===== config.mk =====
export PLATFORM = sky130hd
export DESIGN_NAME = ph_trimmed_mean_filter
export DESIGN_NICKNAME = d
export VERILOG_FILES = /design/src/phtm_pkg.sv /design/src/phtm_front.sv /design/src/phtm_queue.sv /design/src/phtm_back.sv /design/src/ph_trimmed_mean_filter.sv
export VERILOG_INCLUDE_DIRS = /design/src /design/src/src
export SDC_FILE = /design/constraint.sdc
export NUM_CORES = 2
export LEC_CHECK = 0
export ABC_AREA = 1
export BUFFER_PORTS_ARGS = -buffer_cell sky130_fd_sc_hd__buf_2
export CORE_MARGIN = 2
export CORE_UTILIZATION = 70
export CTS_BUF_LIST = sky130_fd_sc_hd__clkbuf_8
export CTS_CLUSTER_DIAMETER = 50
export DETAILED_ROUTE_END_ITERATION = 12
export HOLD_SLACK_MARGIN = 0.12
export PLACE_DENSITY = 0.87
export SYNTH_ARGS = -nofsm -noshare
export SYNTH_HDL_FRONTEND = slang
export SYNTH_SLANG_ARGS = --single-unit

===== constraint.sdc =====
create_clock -name i_clk -period 14.84 [get_ports i_clk]
set_input_delay 0 -clock i_clk [delete_from_list [all_inputs] [get_ports i_clk]]
set_output_delay 0 -clock i_clk [all_outputs]
set_load 0.05 [all_outputs]

===== src/ph_trimmed_mean_filter_defines.svh =====
// ----------------------------------------------------------------------------
// ph_trimmed_mean_filter_defines
// Assertion macros for the trimmed-mean pH filter.
// ----------------------------------------------------------------------------
`ifndef PH_TRIMMED_MEAN_FILTER_DEFINES_SVH
`define PH_TRIMMED_MEAN_FILTER_DEFINES_SVH

`ifndef SYNTH
`define PHTM_ASSERT_SAME(lbl, a, b) \
    lbl: assert property (@(posedge i_clk) disable iff (!i_rst_n) (a) |-> (b)) \
        else $error("assertion failed");
`define PHTM_ASSERT_NEXT(lbl, a, b) \
    lbl: assert property (@(posedge i_clk) disable iff (!i_rst_n) (a) |=> (b)) \
        else $error("assertion failed");
`else
`define PHTM_ASSERT_SAME(lbl, a, b)
`define PHTM_ASSERT_NEXT(lbl, a, b)
`endif

`endif


===== src/phtm_pkg.sv =====
// ----------------------------------------------------------------------------
// phtm_pkg
// Shared types and constants of the trimmed-mean pH filter.
// ----------------------------------------------------------------------------
`default_nettype none

package phtm_pkg;

    localparam int BURST_W    = 6;
    localparam int SLOPE_W    = 13;
    localparam int MILLI_W    = 15;
    localparam int AVG_W      = 20;
    localparam int PROD_W     = SLOPE_W + AVG_W + 1;
    localparam int PH_W       = 20;
    localparam int Q_SHIFT    = 16;
    localparam int FRAC_W     = 8;
    localparam int CFG_IDX_W  = 2;
    localparam int CFG_DATA_W = 15;

    localparam logic [BURST_W-1:0] RST_BURST_LENGTH = 6'd20;
    localparam logic [SLOPE_W-1:0] RST_SLOPE_Q8     = 13'h1B96;
    localparam logic [MILLI_W-1:0] RST_INTERCEPT    = 15'd15132;
    localparam logic [MILLI_W-1:0] RST_FALLBACK     = 15'd6900;

    localparam logic [AVG_W-1:0]   AVG_MAX = 20'hFFFFF;
    localparam logic [MILLI_W-1:0] PH_MAX  = 15'h7FFF;

    typedef enum logic [CFG_IDX_W-1:0] {
        CFG_BURST_LENGTH = 2'd0,
        CFG_SLOPE_Q8     = 2'd1,
        CFG_INTERCEPT    = 2'd2,
        CFG_FALLBACK     = 2'd3
    } t_cfg_reg;

    typedef struct packed {
        logic [SLOPE_W-1:0] slope_q8;
        logic [MILLI_W-1:0] intercept_milli;
        logic [MILLI_W-1:0] fallback_milli;
    } t_cal;

    typedef enum logic [2:0] {
        B_IDLE,
        B_SCAN,
        B_LOAD,
        B_DIV,
        B_SAT,
        B_MUL,
        B_PUT
    } t_bstate;

endpackage

`default_nettype wire


===== src/phtm_front.sv =====
// ----------------------------------------------------------------------------
// phtm_front
// Sample intake: counts samples against the burst length and tags the
// sample that completes a burst.
// ----------------------------------------------------------------------------
`default_nettype none

module phtm_front #(
    parameter int SAMPLE_BITS = 12
) (
    input  wire                               i_clk,
    input  wire                               i_rst_n,
    input  wire                               i_valid,
    input  wire  [SAMPLE_BITS-1:0]            i_adc_sample,
    input  wire  [phtm_pkg::BURST_W-1:0]      i_burst_length,
    input  wire                               i_full,
    output logic                              o_stall,
    output logic                              o_push,
    output logic [SAMPLE_BITS:0]              o_item
);

    logic [phtm_pkg::BURST_W-1:0] r_bcnt;
    logic [phtm_pkg::BURST_W-1:0] n_bcnt;
    logic [phtm_pkg::BURST_W-1:0] w_next;
    logic                         w_emit;

    assign w_next  = r_bcnt + 1'b1;
    assign w_emit  = (w_next == i_burst_length);
    assign o_stall = i_full;
    assign o_push  = i_valid && !i_full;
    assign o_item  = {w_emit, i_adc_sample};

    always_comb begin
        n_bcnt = r_bcnt;
        if (o_push) begin
            n_bcnt = w_emit ? '0 : w_next;
        end
    end

    always_ff @(posedge i_clk) begin
        if (!i_rst_n) begin
            r_bcnt <= '0;
        end else begin
            r_bcnt <= n_bcnt;
        end
    end

endmodule

`default_nettype wire


===== src/phtm_queue.sv =====
// ----------------------------------------------------------------------------
// phtm_queue
// Two-entry queue between sample intake and the window engine.
// ----------------------------------------------------------------------------
`default_nettype none

module phtm_queue #(
    parameter int DATA_W = 13
) (
    input  wire               i_clk,
    input  wire               i_rst_n,
    input  wire               i_push,
    input  wire  [DATA_W-1:0] i_data,
    input  wire               i_pop,
    output logic              o_full,
    output logic              o_empty,
    output logic [DATA_W-1:0] o_data
);

    logic [DATA_W-1:0] r_mem [2];
    logic              r_wp;
    logic              r_rp;
    logic [1:0]        r_cnt;
    logic [1:0]        n_cnt;

    assign o_full  = (r_cnt == 2'd2);
    assign o_empty = (r_cnt == 2'd0);
    assign o_data  = r_mem[r_rp];

    always_comb begin
        n_cnt = r_cnt;
        if (i_push && !i_pop) begin
            n_cnt = r_cnt + 2'd1;
        end else if (i_pop && !i_push) begin
            n_cnt = r_cnt - 2'd1;
        end
    end

    always_ff @(posedge i_clk) begin
        if (!i_rst_n) begin
            r_wp  <= 1'b0;
            r_rp  <= 1'b0;
            r_cnt <= 2'd0;
        end else begin
            r_cnt <= n_cnt;
            if (i_push) begin
                r_wp <= ~r_wp;
            end
            if (i_pop) begin
                r_rp <= ~r_rp;
            end
        end
    end

    always_ff @(posedge i_clk) begin
        if (i_push) begin
            r_mem[r_wp] <= i_data;
        end
    end

endmodule

`default_nettype wire


===== src/phtm_back.sv =====
// ----------------------------------------------------------------------------
// phtm_back
// Window engine: stores samples in the ring, scans it for sum, minimum and
// maximum, divides by reciprocal multiplication, scales to milli-pH and holds
// the result beat.
// ----------------------------------------------------------------------------
`default_nettype none

module phtm_back #(
    parameter int WINDOW      = 40,
    parameter int SAMPLE_BITS = 12
) (
    input  wire                                 i_clk,
    input  wire                                 i_rst_n,
    input  wire                                 i_empty,
    input  wire  [SAMPLE_BITS:0]                i_item,
    output logic                                o_pop,
    input  phtm_pkg::t_cal                      i_cal,
    output logic                                o_valid,
    input  wire                                 i_stall,
    output logic [phtm_pkg::MILLI_W-1:0]        o_ph_milli,
    output logic [phtm_pkg::AVG_W-1:0]          o_average_q8
);

    localparam int AW      = $clog2(WINDOW);
    localparam int SUM_W   = SAMPLE_BITS + $clog2(WINDOW);
    localparam int DV_W    = SUM_W + phtm_pkg::FRAC_W;
    localparam int CNT_W   = $clog2(WINDOW + 1);
    localparam int DIVISOR = WINDOW - 2;
    localparam int RCP_SH  = DV_W + $clog2(DIVISOR);
    localparam int RCP_W   = DV_W + 1;
    localparam int QP_W    = SUM_W + RCP_W;
    localparam int Q_SH    = RCP_SH - phtm_pkg::FRAC_W;
    localparam int QX_W    = (DV_W > phtm_pkg::AVG_W) ? DV_W : phtm_pkg::AVG_W + 1;
    localparam longint unsigned RECIP =
        ((64'd1 << RCP_SH) + 64'(DIVISOR) - 64'd1) / 64'(DIVISOR);

    phtm_pkg::t_bstate r_state;
    phtm_pkg::t_bstate n_state;

    logic [SAMPLE_BITS-1:0]              r_mem [WINDOW];
    logic [WINDOW-1:0]                   r_vld;
    logic [AW-1:0]                       r_wpos;
    logic [CNT_W-1:0]                    r_cnt;
    logic [SAMPLE_BITS-1:0]              r_rdata;
    logic                                r_rvld;
    logic                                r_dv;
    logic [SUM_W-1:0]                    r_sum;
    logic [SAMPLE_BITS-1:0]              r_lo;
    logic [SAMPLE_BITS-1:0]              r_hi;
    logic [SUM_W-1:0]                    r_dvd;
    logic [QP_W-1:0]                     r_qprod;
    logic [phtm_pkg::AVG_W-1:0]          r_avg;
    logic signed [phtm_pkg::PROD_W-1:0]  r_prod;
    logic                                r_ovld;
    logic [phtm_pkg::MILLI_W-1:0]        r_ph;
    logic [phtm_pkg::AVG_W-1:0]          r_oavg;

    logic                                w_emit;
    logic                                w_rd;
    logic                                w_free;
    logic                                w_load_out;
    logic [SAMPLE_BITS-1:0]              w_val;
    logic [SUM_W-1:0]                    w_trim;
    logic [QX_W-1:0]                     w_qx;
    logic signed [phtm_pkg::PH_W-1:0]    w_ph;
    logic [phtm_pkg::MILLI_W-1:0]        w_ph_out;

    assign w_emit = i_item[SAMPLE_BITS];
    assign w_free = !r_ovld || !i_stall;

    always_comb begin
        n_state = r_state;
        case (r_state)
            phtm_pkg::B_IDLE: begin
                if (!i_empty && w_emit) begin
                    n_state = phtm_pkg::B_SCAN;
                end
            end
            phtm_pkg::B_SCAN: begin
                if (r_cnt == CNT_W'(WINDOW)) begin
                    n_state = phtm_pkg::B_LOAD;
                end
            end
            phtm_pkg::B_LOAD: n_state = phtm_pkg::B_DIV;
            phtm_pkg::B_DIV:  n_state = phtm_pkg::B_SAT;
            phtm_pkg::B_SAT:  n_state = phtm_pkg::B_MUL;
            phtm_pkg::B_MUL:  n_state = phtm_pkg::B_PUT;
            phtm_pkg::B_PUT: begin
                if (w_free) begin
                    n_state = phtm_pkg::B_IDLE;
                end
            end
            default: n_state = phtm_pkg::B_IDLE;
        endcase
    end

    always_comb begin
        o_pop      = 1'b0;
        w_rd       = 1'b0;
        w_load_out = 1'b0;
        case (r_state)
            phtm_pkg::B_IDLE: o_pop      = !i_empty;
            phtm_pkg::B_SCAN: w_rd       = (r_cnt < CNT_W'(WINDOW));
            phtm_pkg::B_PUT:  w_load_out = w_free;
            default: begin
                o_pop      = 1'b0;
                w_rd       = 1'b0;
                w_load_out = 1'b0;
            end
        endcase
    end

    assign w_val  = r_rvld ? r_rdata : '0;
    assign w_trim = r_sum - SUM_W'(r_lo) - SUM_W'(r_hi);
    assign w_qx   = QX_W'(r_qprod >> Q_SH);
    assign w_ph   = $signed({{(phtm_pkg::PH_W - phtm_pkg::MILLI_W){1'b0}},
                             i_cal.intercept_milli})
                  + phtm_pkg::PH_W'($signed(r_prod[phtm_pkg::PROD_W-1:phtm_pkg::Q_SHIFT]));

    always_comb begin
        if (w_ph > $signed(phtm_pkg::PH_W'(phtm_pkg::PH_MAX))) begin
            w_ph_out = phtm_pkg::PH_MAX;
        end else if (w_ph <= $signed(phtm_pkg::PH_W'(0))) begin
            w_ph_out = i_cal.fallback_milli;
        end else begin
            w_ph_out = w_ph[phtm_pkg::MILLI_W-1:0];
        end
    end

    always_ff @(posedge i_clk) begin
        if (!i_rst_n) begin
            r_state <= phtm_pkg::B_IDLE;
            r_vld   <= '0;
            r_wpos  <= '0;
            r_cnt   <= '0;
            r_dv    <= 1'b0;
            r_ovld  <= 1'b0;
        end else begin
            r_state <= n_state;
            r_dv    <= w_rd;
            if (o_pop) begin
                r_vld[r_wpos] <= 1'b1;
                r_wpos <= (r_wpos == AW'(WINDOW - 1)) ? '0 : r_wpos + 1'b1;
            end
            if (r_state == phtm_pkg::B_SCAN) begin
                r_cnt <= r_cnt + 1'b1;
            end else begin
                r_cnt <= '0;
            end
            if (w_load_out) begin
                r_ovld <= 1'b1;
            end else if (!i_stall) begin
                r_ovld <= 1'b0;
            end
        end
    end

    always_ff @(posedge i_clk) begin
        if (o_pop) begin
            r_mem[r_wpos] <= i_item[SAMPLE_BITS-1:0];
        end
        if (w_rd) begin
            r_rdata <= r_mem[r_cnt[AW-1:0]];
            r_rvld  <= r_vld[r_cnt[AW-1:0]];
        end
    end

    always_ff @(posedge i_clk) begin
        if (o_pop) begin
            r_sum <= '0;
            r_lo  <= '1;
            r_hi  <= '0;
        end else if (r_dv) begin
            r_sum <= r_sum + SUM_W'(w_val);
            if (w_val < r_lo) begin
                r_lo <= w_val;
            end
            if (w_val > r_hi) begin
                r_hi <= w_val;
            end
        end
        case (r_state)
            phtm_pkg::B_LOAD: begin
                r_dvd <= w_trim;
            end
            phtm_pkg::B_DIV: begin
                r_qprod <= QP_W'(r_dvd) * QP_W'(RECIP);
            end
            phtm_pkg::B_SAT: begin
                r_avg <= (w_qx > QX_W'(phtm_pkg::AVG_MAX)) ? phtm_pkg::AVG_MAX
                                                           : w_qx[phtm_pkg::AVG_W-1:0];
            end
            phtm_pkg::B_MUL: begin
                r_prod <= $signed(i_cal.slope_q8) * $signed({1'b0, r_avg});
            end
            default: begin
                r_avg <= r_avg;
            end
        endcase
        if (w_load_out) begin
            r_ph   <= w_ph_out;
            r_oavg <= r_avg;
        end
    end

    assign o_valid      = r_ovld;
    assign o_ph_milli   = r_ph;
    assign o_average_q8 = r_oavg;

endmodule

`default_nettype wire


===== src/ph_trimmed_mean_filter.sv =====
// ----------------------------------------------------------------------------
// ph_trimmed_mean_filter
// Trimmed-mean moving average of ADC samples, scaled to milli-pH.
// ----------------------------------------------------------------------------
// Input beats (i_valid / o_stall) carry one ADC sample each; a sample is
// taken when i_valid is high and o_stall low. Every burst_length-th sample
// produces one output beat (o_valid / i_stall) with ph_milli and
// average_q8; other samples only update the window.
// Registers are written through i_cfg_valid / o_cfg_ready (always ready),
// index 0 burst length, 1 slope, 2 intercept, 3 fallback; the user must
// write them only while idle, which the block does not enforce. Samples
// pass a two-entry queue; a plain sample waits there until the idle engine
// pops it into the ring. A burst-closing sample is stored the same way;
// the engine then reads every ring entry through the single-port window
// memory, trims, divides by reciprocal multiplication, saturates, scales
// and loads the output register. Throughput: one sample per cycle until a
// burst closes; the engine is then busy while the queue takes up to two more
// samples. Reset empties the ring (all entries read as zero), clears the
// burst count and loads the default calibration. A stalled result beat
// holds; the engine waits on it before loading the next one.
// ----------------------------------------------------------------------------
`default_nettype none

`include "ph_trimmed_mean_filter_defines.svh"

module ph_trimmed_mean_filter #(
    parameter int WINDOW      = 40,
    parameter int SAMPLE_BITS = 12
) (
    input  wire                                  i_clk,
    input  wire                                  i_rst_n,
    input  wire                                  i_valid,
    output logic                                 o_stall,
    input  wire  [SAMPLE_BITS-1:0]               i_adc_sample,
    output logic                                 o_valid,
    input  wire                                  i_stall,
    output logic [phtm_pkg::MILLI_W-1:0]         o_ph_milli,
    output logic [phtm_pkg::AVG_W-1:0]           o_average_q8,
    input  wire                                  i_cfg_valid,
    output logic                                 o_cfg_ready,
    input  wire  [phtm_pkg::CFG_IDX_W-1:0]       i_cfg_index,
    input  wire  [phtm_pkg::CFG_DATA_W-1:0]      i_cfg_data
);

    logic [phtm_pkg::BURST_W-1:0] r_burst_length;
    phtm_pkg::t_cal               r_cal;

    logic                         w_full;
    logic                         w_empty;
    logic                         w_push;
    logic                         w_pop;
    logic [SAMPLE_BITS:0]         w_fitem;
    logic [SAMPLE_BITS:0]         w_bitem;

    assign o_cfg_ready = 1'b1;

    always_ff @(posedge i_clk) begin
        if (!i_rst_n) begin
            r_burst_length        <= phtm_pkg::RST_BURST_LENGTH;
            r_cal.slope_q8        <= phtm_pkg::RST_SLOPE_Q8;
            r_cal.intercept_milli <= phtm_pkg::RST_INTERCEPT;
            r_cal.fallback_milli  <= phtm_pkg::RST_FALLBACK;
        end else if (i_cfg_valid && o_cfg_ready) begin
            case (phtm_pkg::t_cfg_reg'(i_cfg_index))
                phtm_pkg::CFG_BURST_LENGTH:
                    r_burst_length <= i_cfg_data[phtm_pkg::BURST_W-1:0];
                phtm_pkg::CFG_SLOPE_Q8:
                    r_cal.slope_q8 <= i_cfg_data[phtm_pkg::SLOPE_W-1:0];
                phtm_pkg::CFG_INTERCEPT:
                    r_cal.intercept_milli <= i_cfg_data[phtm_pkg::MILLI_W-1:0];
                phtm_pkg::CFG_FALLBACK:
                    r_cal.fallback_milli <= i_cfg_data[phtm_pkg::MILLI_W-1:0];
                default: begin
                    r_burst_length <= r_burst_length;
                end
            endcase
        end
    end

    phtm_front #(
        .SAMPLE_BITS (SAMPLE_BITS)
    ) u_front (
        .i_clk          (i_clk),
        .i_rst_n        (i_rst_n),
        .i_valid        (i_valid),
        .i_adc_sample   (i_adc_sample),
        .i_burst_length (r_burst_length),
        .i_full         (w_full),
        .o_stall        (o_stall),
        .o_push         (w_push),
        .o_item         (w_fitem)
    );

    phtm_queue #(
        .DATA_W (SAMPLE_BITS + 1)
    ) u_queue (
        .i_clk   (i_clk),
        .i_rst_n (i_rst_n),
        .i_push  (w_push),
        .i_data  (w_fitem),
        .i_pop   (w_pop),
        .o_full  (w_full),
        .o_empty (w_empty),
        .o_data  (w_bitem)
    );

    phtm_back #(
        .WINDOW      (WINDOW),
        .SAMPLE_BITS (SAMPLE_BITS)
    ) u_back (
        .i_clk        (i_clk),
        .i_rst_n      (i_rst_n),
        .i_empty      (w_empty),
        .i_item       (w_bitem),
        .o_pop        (w_pop),
        .i_cal        (r_cal),
        .o_valid      (o_valid),
        .i_stall      (i_stall),
        .o_ph_milli   (o_ph_milli),
        .o_average_q8 (o_average_q8)
    );

    `PHTM_ASSERT_SAME(a_pop_not_empty, w_pop, !w_empty)
    `PHTM_ASSERT_SAME(a_push_not_full, w_push, !w_full)
    `PHTM_ASSERT_NEXT(a_full_after_two, w_full && !w_pop, w_full || w_pop)

endmodule

`default_nettype wire

==> results by group <==
Floorplanning
  – Core area: roughly 70000 um2
  – Initial Util: 70.62%
  – Num rows: between 90 and 100
  – DIE WIDTH: around 270 um
  – Die area: approximately 73000 um2
  – Die Ht: around 270 um
  – Ports: 72

Setup path
  – RR Startpoint: u_back.r_dvd[6]
  – Reg2Reg Setup Slack: slightly below 9000 ps
  – Startpoint Class: register
  – CP Class: reg2reg
  – Worst Path Required: between 15000 and 20000 ps
  – Critical path arrival: around 6400 ps
  – CP max FO: 6
  – CP Capture Type: register
  – Reg2reg path depth: 18
  – FF-to-FF End: u_back.r_qprod[31]

Timing
  – Skew final: around 120 ps
  – Tcrit/Tclk final: between 40% and 50%
  – Total negative setup slack: 0 ps
  – RSZ-0062 raised after global routing: false
  – Peak Freq: between 0.15 and 0.2 GHz
  – Finish-stage setup viols: 0
  – Slew @ Worst Pin: about 1300 ps
  – Relative slew slack: 9.869%
  – Final Hold Fails: 0
  – Min Tclk post-route: 5981 ps
  – Slew Limit Fails: 0

Routing
  – 1st-iter DRT viols: approximately 4600
  – Highest Signal Layer: met4
  – Total wire length: around 130000 um
  – Initial DRT Pass Iterations: 8
  – Post-DRT Antenna Nets: 0
  – Met2 routed WL: 63070 um
  – # DRC: 0
  – WL met3: ~12000 um
  – Met1 WL: roughly 47000 um
  – Vias: 37990
  – Wire per inst: around 21 um
  – Drt via density: just over 6

Logic synthesis
  – Post-synth EDFFs: around 630
  – Synth warnings: 0
  – Synth top area share: about two fifths
  – Synth area leader: edfxtp_1
  – Most instantiated cells after synthesis: inv_1, nand2_1, edfxtp_1, nor2_1, o21ai_0
  – Sequential area share after synthesis: 44.83%
  – Most used flip-flop cell after synthesis: edfxtp_1
  – Top-count cell post-synth: inv_1
  – Mapped Area: roughly 49000 um2
  – #FFs+latches synth: 790
  – Synth top area cells: edfxtp_1, fa_1, ha_1
  – Mapped Cells: approximately 5000
  – Synth Area per Inst: 9.844 um2
  – Post-synth ARST share: 0%
  – Synth cell types: between 50 and 60
  – Syn Nets: around 5800

Placed design
  – I/O Buffers: 70
  – DP HPWL: a little under 90000 um
  – RD Place Congestion: 0.9843

Clock network
  – CTS tree: done
  – CTS max path bufs: 3
  – Post-CTS Setup Repair Bufs: 0
  – Clk Latency, worst-skew pair: just over 800 ps
  – Reg clk slew, reported paths: approximately 70 ps
  – CTS resizes: 0
  – CTS sink cnt: between 700 and 800
  – Clock root cell: clkbuf_8
  – Htree depth: 3
  – CTS Buf Count: around 120
  – Post-cts hold buffer count: between 70 and 80

Status
  – Outcome: complete, no violations

Finish
  – Area growth syn-to-layout: 9.304%
  – Layout cell share with drive strength beyond 1: between 7 and 8%
  – Util after Layout: 77.19%
  – Nets: between 5000 and 6000

Job
  – Max Cap Viol: 0

Worst hold path
  – Min-delay worst type: in2reg
  – Worst hold stages: 4
  – Hold worst-path end: r_cal[34]
  – Hold path start: i_cfg_data[4]

Global route
  – First-pass GRT wire length: slightly above 200000 um
  – Largest net degree at the start of global routing: 109
  – Aggregate global-route resource usage: a little over a third
  – Grt ovf: 0
  – Vias in the first global route: between 30000 and 40000
  – Initial antenna violation count: 4
metal layers:
metal,track usage [%],vias to the layer above
li1,-,16820
met1,45.11,18200
met2,59.45,2410
met3,5.397,562
met4,22.66,0
met5,0.06579,-
state kept, by name (all words and copies together), names as in the netlist, 6 cells and up, named ones only:
name                 cells
u_back.r_vld            40
u_back.r_lo             12
u_back.r_mem           480
u_back.o_average_q8     20
u_back.r_dvd            18
u_queue.r_mem           26
u_back.r_avg            20
u_front.r_bcnt           6
u_back.r_hi             12
u_back.o_ph_milli       15
u_back.r_sum            18
u_back.r_rdata          12
u_back.r_wpos            6
r_burst_length           6
u_back.r_qprod          21
r_cal                   43
u_back.r_prod           18
u_back.r_cnt             6
per-stage QoR:
step / hold slack [ps] / setup WS (ps) / cell area, um2 / cells
floorplan: 98.87 / 9579 / 49370 / 5015
global placement: 187.8 / 8967 / 50630 / 5894
detailed placement: 192.8 / 8902 / 50630 / 5894
CTS: 129.5 / 8935 / 53950 / 6196
global route: 146.3 / 8576 / 53960 / 6200
finish: 143.9 / 8859 / 53960 / 6201
cell type report:
cell class,count,area [um2]
multi-input combinational,3242,23540
sequential,790,22140
fill,4353,15950
inverter,791,2975
clock buffer,132,1817
timing repair buffer,209,1589
tap,940,1176
clock inverter,92,714.4
antenna,5,12.51
placed cells by master (no fill, tap or decap), types with 78 or more instances in the layout:
master,count
a21oi_1,176
nand3_1,156
nor2_1,610
inv_1,824
clkbuf_8,132
nand2_1,765
ha_1,344
o22ai_1,91
dlygate4sd3_1,78
dfxtp_1,156
fa_1,357
edfxtp_1,631
o21ai_0,370
kinds of logic (layout without fill, tap and decap cells):
kind of cell    Yosys count  count (layout)  synth area share (%)
simple gates           1668            1668                 13.84
buf+inv                 983            1224                 7.568
compound gates          802             802                 9.320
flops                   790             790                 44.83
fa+ha+maj               701             701                 23.20
xor+xnor                 70              70                 1.242
other cells               1               6              0.007596
worst max path at each step:
| stage | start | endpoint |
|---|---|---|
| floorplan | r_cal[42] | u_back.r_prod[33] |
| global placement | r_cal[42] | u_back.r_prod[27] |
| detailed placement | r_cal[42] | u_back.r_prod[27] |
| CTS | u_back.r_dvd[6] | u_back.r_qprod[31] |
| global route | u_back.r_dvd[6] | u_back.r_qprod[31] |
| finish | u_back.r_dvd[6] | u_back.r_qprod[31] |
critical path, stage by stage, from the launching register on:
cell and delay [ps]:
edfxtp_1 530, fa_1 650, inv_1 80, fa_1 540, inv_1 60, fa_1 500
fa_1 560, inv_1 50, fa_1 460, fa_1 490, inv_1 40, ha_1 340
a21oi_1 260, o21ai_0 190, a21oi_1 150, nand2_1 90, a21oi_1 300, o21ai_0 190
xor2_1 200
Power is left out: the tool's default activity adds up to more than one toggle a clock period on the data nets, which glitch-free logic cannot reach.
